[src/rtl/core/pfba_pkg.sv]
// Shared constants, types and helpers for the page frame bitmap allocator.
// No dependencies.
package pfba_pkg;

  localparam int TOTAL_FRAMES    = 8192;
  localparam int BITMAP_WORDS    = 1024;
  localparam int RESERVED_FRAMES = 1024;
  localparam int WORD_BITS       = 8;
  localparam logic [WORD_BITS-1:0] FULL_WORD = 8'hFF;

  localparam int FRAME_W = 13;
  localparam int CNT_W   = 14;
  localparam int WORD_AW = $clog2(BITMAP_WORDS);
  localparam int BIT_W   = $clog2(WORD_BITS);

  localparam int BITMAP_CAP  = BITMAP_WORDS * WORD_BITS;
  localparam int FRAME_LIMIT = (TOTAL_FRAMES < BITMAP_CAP) ? TOTAL_FRAMES : BITMAP_CAP;
  localparam int RESV_COUNT  = (RESERVED_FRAMES < TOTAL_FRAMES) ? RESERVED_FRAMES : TOTAL_FRAMES;
  localparam int RESV_MARK   = (RESV_COUNT < FRAME_LIMIT) ? RESV_COUNT : FRAME_LIMIT;

  typedef enum logic {
    OP_ALLOC = 1'b0,
    OP_FREE  = 1'b1
  } op_t;

  typedef struct packed {
    logic                 wr_en;
    logic [WORD_AW-1:0]   wr_addr;
    logic [WORD_BITS-1:0] wr_data;
    logic                 rd_en;
    logic [WORD_AW-1:0]   rd_addr;
  } mem_req_t;

  typedef struct packed {
    logic                 found;
    logic [BIT_W-1:0]     bit_idx;
    logic [WORD_BITS-1:0] set_word;
  } scan_res_t;

  // Reset contents of one bitmap word: bits of reserved frames are set.
  function automatic logic [WORD_BITS-1:0] resv_word(input logic [WORD_AW-1:0] idx);
    logic [WORD_BITS-1:0] w;
    w = '0;
    for (int b = 0; b < WORD_BITS; b++) begin
      if ((int'(idx) * WORD_BITS + b) < RESV_MARK) begin
        w[b] = 1'b1;
      end
    end
    return w;
  endfunction

endpackage

[src/rtl/core/pfba_word_scan.sv]
// Lowest-clear-bit finder for one bitmap word, shared by every scan step.
// Depends on pfba_pkg.
module pfba_word_scan (
  input  logic [pfba_pkg::WORD_BITS-1:0] word,
  output pfba_pkg::scan_res_t            res
);
  import pfba_pkg::*;

  always_comb begin
    res.found    = 1'b0;
    res.bit_idx  = '0;
    res.set_word = word;
    for (int b = WORD_BITS - 1; b >= 0; b--) begin
      if (!word[b]) begin
        res.found   = 1'b1;
        res.bit_idx = BIT_W'(b);
      end
    end
    res.set_word[res.bit_idx] = 1'b1;
  end

endmodule

[config.mk]
export PLATFORM = sky130hd
export DESIGN_NAME = pfba_word_scan
export DESIGN_NICKNAME = d
export VERILOG_FILES = /design/src/rtl/core/pfba_pkg.sv /design/src/rtl/core/pfba_word_scan.sv
export SDC_FILE = /design/constraint.sdc
export NUM_CORES = 1
export LEC_CHECK = 0
export ABC_AREA = 0
export BUFFER_PORTS_ARGS = -buffer_cell sky130_fd_sc_hd__buf_2
export CORE_AREA = 2 2 39 41
export DETAILED_ROUTE_END_ITERATION = 6
export DIE_AREA = 0 0 41 43
export SYNTH_ARGS = -nofsm -noshare
export SYNTH_HDL_FRONTEND = slang
export SYNTH_SLANG_ARGS = --single-unit
[constraint.sdc]
create_clock -name vclk -period 0.86
set_clock_uncertainty 0.05 [all_clocks]
set_input_delay 0.086 -clock vclk [all_inputs]
set_output_delay 0.086 -clock vclk [all_outputs]
set_load 0.01 [all_outputs]
Word-level counts from Yosys, hierarchy flattened:

Index checks and enable logic that the tools add are counted.

* register bits after elaboration: 0
* latch bits: 0
* bits in writable memories: 0
* memory bits (read-only): 0
* bits of input ports: 8
* output and inout bits: 12
* memories: 0

* add/subtract/negate cells: 0
* multipliers: 0
* div/mod/pow operators: 0
* $lt $le $gt $ge: 2
* equal/unequal tests: 0
* shifts and indexed selects: 0
* muxes and demuxes: 10
* bitwise operators: 1
* reductions and logical operators: 1

Operators with widths (number)
* $mux W4: 8
* $or A8 B8 Y8: 1
* $lt A3 B4 Y1 const B: 1
* $demux W1 S3: 1
* $ge A3 B1 Y1 const B: 1
* $logic_and A1 B1 Y1: 1
* $mux W1: 1

Depth between registers and ports, before layout:

Gate-level depths: netlist (run 1).

* word-level depth: 13
* gate-level depth with buffers: 3
* mapped depth without buffers: 3

Worst setup path after synthesis (run 1):

No wires, ideal clock.

* kind: input -> output
* start point: in word[2] in the netlist's numbering
* end point: out res[7] in the netlist's numbering
* arrival time: 0.506 ns
* path slack: 0.218 ns
* cell stages on the path: 3
* path through: nand2_2 nor3_4 a21o_1

RTL lines
* start, declared: line pfba_word_scan.sv:4 `input logic [pfba_pkg::WORD_BITS-1:0] word,`
* end, declared: line pfba_word_scan.sv:5 `output pfba_pkg::scan_res_t res`

==> impl_metrics.tcl, run 1 <==
set metrics [dict create \
    yosysTopAreaCellShare_pct 12.1 \
    avgSynthCellArea_sq_um 6.46 \
    synth.yosys.seq_area_share_pct 0 \
    vias 240 \
    num_rows 14 \
    via_per_inst 3.81 \
    utilization_pct 26.4 \
    worstSetupPathType "in2out" \
    cp-start-kind "input port" \
    maxCapViolCount 0 \
    path_max_fanout 3 \
    port_buffers 19 \
    hold_class "in2out" \
    path_depth 5 \
    regArea_sq_um 0 \
    grt_max_degree 6 \
    syn_inst 24 \
    core_area_sq_um 1380 \
    crit_buf_inv 2 \
    hold_buffers 0 \
    synth.distinct_cells 17 \
    drive_gt1_share_pct 63.8 \
    total_leakage_power_uw 0.000206 \
    worstHoldStart "word[5]" \
    fin_cells 63 \
    grt_pass1_wl_um 800 \
    fin_crit_ns 0.834 \
    ant_nets 0 \
    num-clock-buffers 0 \
    endpoint "res[6]" \
    rsz0062_at_grt "true" \
    io_pins 20 \
    antennaDiodeCount 0 \
    multiInputGateArea_sq_um 171 \
    fmax_mhz 1200 \
    wl_um 558 \
    syn-cell-area_sq_um 155 \
    hpwl_um 473 \
    n_fill_cell 159 \
    crit_chain "buf_4 > nand2_4 > nor3_4 > or2_1 > buf_2" \
    initial_utilization_pct 11.2 \
    critPathCaptureType "primary output" \
    drv_slew 0 \
    critPathSlowestCell "or2_1" \
    yosysTopAreaCell "or2_1" \
    synthToLayoutAreaGrowth_pct 135 \
    finalWorstSetupSlack_ns 0.0261 \
    critical_path_arrival_ns 0.70 \
    ir_drop_uv 69.8 \
    hold_viol 0 \
    nets 57 \
    post-route-period-util_pct 97.0 \
    setup_viol 0 \
    grt-ovfl-total 0 \
    power.density_nw_per_um2 467 \
    startpoint "word[1]" \
    synth.area.top_cells "or2_1 12%, nor3_4 10%, a21o_1 9.7%" \
    first_global_vias 205 \
    slowest_delay_ns 0.22 \
    syn-num-nets 32 \
    cp_data_required_time_ns 0.72 \
    placed_cells 62 \
    crit_family "simple AND/OR/NAND/NOR gates" \
    dieArea_sq_um 1760 \
    ys.warnings.count 0 \
    route.detailed.drc 0 \
    place_ws_ns -0.0395 \
    seq_cells 0 \
    status "complete, no violations" \
    grt_usage_pct 6.10 \
    drt_iter0_markers 1 \
    dieHeight_um 43 \
    tns_ns 0 \
    antenna_found_initial 0 \
    place.gp.congestion 0.655 \
    wire_per_inst_um 8.86 \
    fp.dieW_um 41 \
    dr.pass1.iters 2 \
]
[cell type report]
type	instances	share of cell area, %
Multi-Input combinational cell	22	46.9
Timing Repair Buffer	24	46.6
Tap cell	16	5.48
Inverter	1	1.03
[synthesized netlist by cell type]
master and n:
o21ai_1 1, a21o_1 2, o21a_1 1, conb_1 1
nand3_1 1, a31o_1 1, nor3_4 1, nand2b_1 2
nor2_1 2, a31oi_1 1, nand2_1 2, nand2_2 2
buf_4 1, a21boi_1 1, or2_1 3, inv_1 1
a41o_1 1
[worst min-delay path, delay by kind of cell]
kind	cells	cell delay [ns]
AOI/OAI and AO/OA	1	0.07
buffers and inverters	2	0.21
[cell usage in the layout, fill, tap and decap left out]
| cell type | count |
|---|---|
| a21boi_1 | 1 |
| nand2b_4 | 1 |
| nor3_4 | 1 |
| buf_2 | 13 |
| or2_1 | 3 |
| nand2_1 | 1 |
| nand2b_1 | 1 |
| nand2_4 | 3 |
| conb_1 | 1 |
| nand3_1 | 1 |
| nor2_1 | 1 |
| o21ai_1 | 1 |
| buf_4 | 7 |
| a31o_1 | 1 |
| buf_6 | 2 |
| a21o_1 | 2 |
| o21a_1 | 1 |
| nor2_2 | 1 |
| a31oi_1 | 1 |
| buf_8 | 2 |
| a41o_1 | 1 |
| inv_1 | 1 |
[per-stage QoR]
stage / hold slack (ns) / power [uW] / cell area (sq um)
floorplan: 0.214 / 62.9 / 155
global placement: 0.431 / 135 / 293
detailed placement: 0.425 / 136 / 293
CTS: 0.425 / 155 / 330
global route: 0.415 / 187 / 365
finish: 0.400 / 170 / 365
[per-layer routing]
layer / track usage [%] / share of wire, %
met2: 13.1 / 55
met1: 6.03 / 34
met4: 0 / 0
met3: 0 / 10
met5: 0 / 0
[how the worst min path moves through the flow]
stage / end / slack [ns] / depth (start not counted)
6_report: res[5] / 0.40 / 3
5_1_grt: res[5] / 0.42 / 3
4_1_cts: res[11] / 0.43 / 3
3_5_place_dp: res[11] / 0.43 / 3
3_3_place_gp: res[5] / 0.43 / 3
2_1_floorplan: res[11] / 0.21 / 1
[power by group]
part	internal, uW	switching [uW]	leakage [uW]
combinational	91.5	78.9	0.000206
sequential	0	0	0
clock	0	0	0
[cells by family after synthesis]
family	Yosys count	synth area share [%]
AOI/OAI and AO/OA	8	38.7
buffers and inverters	2	7.26
other	1	2.42
and+or+nand+nor	13	51.6
[timing repair]
| item | in CTS | in global routing |
|---|---|---|
| setup endpoints to repair | 6 | 8 |
| pin swaps | 4 | 6 |
| setup buffers | 1 | 0 |
| resized for setup | 9 | 9 |
| cloned | 0 | 0 |
No activity file was read; power rests on OpenSTA's default activity.
==> run 2, diff against run 1 <==
PLACE_DENSITY = 0.35   (was default)
==> impl_metrics.tcl, run 2 (synthesis gave the netlist of run 1 again) <==
set metrics [dict create \
    total_leakage_power_uw 0.000205 \
    final_common_cell "buf_2" \
    p_comb_share_pct 100.0 \
    cp-start-kind "input port" \
    critPathCaptureType "primary output" \
    p_int_uw 96.8 \
    mostFrequentLayoutCells "15 x buf_2, 8 x buf_4, 3 x or2_1" \
    hold_viol 0 \
    slowest_delay_ns 0.15 \
    via_per_inst 3.95 \
    first_global_vias 216 \
    synthToLayoutAreaGrowth_pct 148 \
    io_pins 20 \
    status "complete, no violations" \
    hold_class "in2out" \
    seqPwrFrac_pct 0 \
    rsz0062_at_grt "true" \
    cp_data_required_time_ns 0.72 \
    design_area_sq_um 385 \
    core_area_sq_um 1380 \
    worstSetupPathType "in2out" \
    power.density_nw_per_um2 467 \
    port_buffers 19 \
    num_rows 14 \
    switchingPower_uw 83.3 \
    vias 261 \
    route.detailed.drc 0 \
    netSwitchingFraction_pct 46.3 \
    ant_nets 0 \
    clkPwrFrac_pct 0 \
    maxCapViolCount 0 \
    grt-ovfl-total 0 \
    drv_slew 0 \
    dieArea_sq_um 1760 \
    dr.pass1.iters 3 \
    post-route-period-util_pct 97.4 \
    n_fill_cell 160 \
    hpwl_um 485 \
    grt_pass1_wl_um 890 \
    drive_gt1_share_pct 66.0 \
    seq_cells 0 \
    ir_drop_uv 105 \
    dieHeight_um 43 \
    wire_per_inst_um 9.06 \
    crit_chain "buf_8 > nand2b_1 > a21boi_1 > a41o_1 > buf_2" \
    fin_crit_ns 0.838 \
    dpl_cell_area_sq_um 315 \
    critPathSlowestCell "a21boi_1" \
    place.gp.congestion 0.658 \
    wl_um 598 \
    grt_max_degree 6 \
    fp.dieW_um 41 \
    nets 60 \
    setup_viol 0 \
    critical_path_arrival_ns 0.70 \
    antennaDiodeCount 0 \
    initial_utilization_pct 11.2 \
    path_max_fanout 3 \
    num-clock-buffers 0 \
    antenna_found_initial 0 \
    fmax_mhz 1190 \
    p_total_uw 180 \
    grt_usage_pct 6.71 \
    drt_iter0_markers 1 \
    regArea_sq_um 0 \
    holdWs_ns 0.424 \
]
-- run 2: path summary, 6_finish.rpt --
check,from,to,slack [ns],cells past startpoint
setup / recovery,word[3],res[8],0.02,5
hold / removal,word[3],res[3],0.42,3
-- run 2: critical path, delay by kind of cell --
family	cells	cell delay, ns
AOI/OAI and AO/OA	2	0.25
buffers and inverters	2	0.23
and+or+nand+nor	1	0.13
-- run 2: through the flow --
step	TNS [ns]	setup slack, ns	cells	utilization [%]
final	0	0.0223	66	27.8
after global routing	-0.0155	-0.0102	66	27.8
after CTS	0	0.00280	65	24.2
after detailed placement	-0.106	-0.0270	65	22.8
after global placement	-0.168	-0.0482	65	22.8
after floorplan	0	0.218	24	-
-- run 2: power groups by stage --
stage,Sequential (uW),Combinational (uW),Clock [uW]
global placement,0,147,0
finish,0,180,0
global route,0,197,0
floorplan,0,62.9,0
CTS,0,158,0
detailed placement,0,147,0
-- run 2: repair_timing --
item,in CTS,in global routing
pin swaps,2,4
endpoints found under the setup margin,6,7
gates resized for setup,6,10
hold buffers,0,0
setup buffers,0,1
-- run 2: final cells by class --
type                            instances  area (sq um)  share of cell area, %
Timing Repair Buffer                   27           188                   48.7
Multi-Input combinational cell         22           174                   45.1
Inverter                                1          3.75                  0.974
Tap cell                               16          20.0                   5.19
-- run 2: routing by layer --
metal	up-vias	share of wire, %	global-route usage, %	routed length [um]
met1	120	40	9.24	239
li1	135	-	-	-
met3	0	8.2	1.05	49
met2	6	52	11.3	309
met4	0	0	0	0
met5	-	0	0	0
==> run 3, diff against run 2 <==
ABC_AREA = 1   (was 0)
PLACE_DENSITY = 0.36   (was 0.35)
RECOVER_POWER = 50   (was default)
==> impl_metrics.tcl, run 3 <==
set metrics [dict create \
    drive_gt1_share_pct 50.0 \
    met3_usage_pct 0 \
    synth.yosys.seq_area_share_pct 0 \
    grt-ovfl-total 0 \
    syn_inst 39 \
    ir_drop_uv 133 \
    route.detailed.drc 0 \
    grt_max_degree 6 \
    antennaDiodeCount 0 \
    power.density_nw_per_um2 433 \
    dieHeight_um 43 \
    clkPwrFrac_pct 0 \
    yosys.cell_count.top_type "nand2_1" \
    grt_pass1_wl_um 814 \
    yosysTopAreaCell "nand2_1" \
    critPathCaptureType "primary output" \
    violations "negative setup slack" \
    finalWorstSetupSlack_ns -0.124 \
    multiInputGateArea_sq_um 155 \
    post-route-period-util_pct 114 \
    dpl_cell_area_sq_um 304 \
    wl_um 612 \
    dieArea_sq_um 1760 \
    core_area_sq_um 1380 \
    antenna_found_initial 0 \
    fin_crit_ns 0.984 \
    wire_per_inst_um 7.85 \
    cp-start-kind "input port" \
    synth.distinct_cells 12 \
    critical_path_arrival_ns 0.85 \
    num_rows 14 \
    met2_usage_pct 9.38 \
    syn-cell-area_sq_um 174 \
    final_common_cell "nand2_1" \
    met1_usage_pct 9.81 \
    place.gp.congestion 0.581 \
    ant_nets 0 \
    hold_buffers 0 \
    path_max_fanout 3 \
    p_int_uw 81.3 \
    synthToLayoutAreaGrowth_pct 119 \
    regArea_sq_um 0 \
    via_per_inst 3.82 \
    dr.pass1.iters 4 \
    hpwl_um 467 \
    drt_iter0_markers 3 \
    p_total_uw 165 \
    holdWs_ns 0.387 \
    synthTopCellsByCount "19 x nand2_1, 8 x inv_1, 2 x nand3_1, 2 x nor2_1" \
    busiest_layer "met1" \
    setup_viol 5 \
    num-clock-buffers 0 \
    drv_slew 0 \
    seqPwrFrac_pct 0 \
    n_fill_cell 166 \
    port_buffers 19 \
    avgSynthCellArea_sq_um 4.46 \
    io_pins 20 \
    cp_data_required_time_ns 0.72 \
    mostFrequentLayoutCells "15 x nand2_1, 12 x buf_2, 7 x inv_1, 7 x buf_6" \
    fmax_mhz 1020 \
    seq_cells 0 \
    hold_viol 0 \
    status "finished with violations" \
    synth.area.top_cells "nand2_1 41%, inv_1 17%, nand4_2 7.2%" \
    nets 72 \
    p_comb_share_pct 100.0 \
    netSwitchingFraction_pct 50.7 \
    yosysTopAreaCellShare_pct 41.0 \
    syn-num-nets 47 \
    hold_class "in2out" \
    initial_utilization_pct 12.6 \
    grt_usage_pct 6.09 \
    design_area_sq_um 380 \
    total_leakage_power_uw 0.000232 \
    worstSetupPathType "in2out" \
    switchingPower_uw 83.4 \
    fp.dieW_um 41 \
    vias 298 \
    rsz0062_at_grt "true" \
    ys.warnings.count 0 \
    maxCapViolCount 0 \
    first_global_vias 204 \
]
[run 3: stage by stage]
step	cells	util [%]	setup slack [ns]	TNS, ns
2_1_floorplan	39	-	0.0988	0
6_report	78	27.5	-0.124	-0.444
4_1_cts	77	24.8	-0.126	-0.465
3_3_place_gp	76	22.0	-0.199	-0.873
3_5_place_dp	76	22.0	-0.189	-0.833
5_1_grt	78	27.5	-0.214	-0.885
[run 3: repair_timing]
action                                  4_1_cts  5_1_grt
pin swaps                                     2        5
hold endpoints to repair                      0        0
resized for setup                             8       11
endpoints found under the setup margin        7        7
buffers inserted                              1        1
[run 3: routing by layer]
layer  up-vias  part of all wire, %
met5         -                    0
met4         0                    0
met3         0                   12
met2        14                   44
met1       121                   44
li1        163                    -
[run 3: area by class of cell]
cell class / count / area share (%)
Timing Repair Buffer: 24 / 45.4
Inverter: 8 / 8.55
Tap cell: 16 / 5.26
Multi-Input combinational cell: 30 / 40.8
[run 3: path summary, 6_finish.rpt]
| path | from | endpoint | slack [ns] | cells after the start |
|---|---|---|---|---|
| max | word[7] | res[2] | -0.12 | 12 |
| min | word[6] | res[6] | 0.39 | 4 |
[run 3: critical path, cell delays in order]
cell and delay (ns):
buf_6 0.10, inv_4 0.04, nand2_2 0.03, nand2_1 0.05
nand2_1 0.05, nand2_1 0.05, nand2_1 0.05, nand2_2 0.09
nand2_2 0.07, nand2_1 0.06, nand2_1 0.04, buf_2 0.13
[run 3: cell families (layout without fill, tap and decap cells)]
kind of cell / after synthesis / after routing / share of synthesized area, %
AND/OR/NAND/NOR: 26 / 26 / 65.5
buffers and inverters: 9 / 32 / 21.6
AO/OA/AOI/OAI: 3 / 3 / 10.8
other: 1 / 1 / 2.16
[run 3: power groups by stage]
stage,Sequential [uW],Clock (uW),Combinational (uW)
2_1_floorplan,0,0,64.1
3_3_place_gp,0,0,131
3_5_place_dp,0,0,131
4_1_cts,0,0,151
5_1_grt,0,0,181
6_report,0,0,165
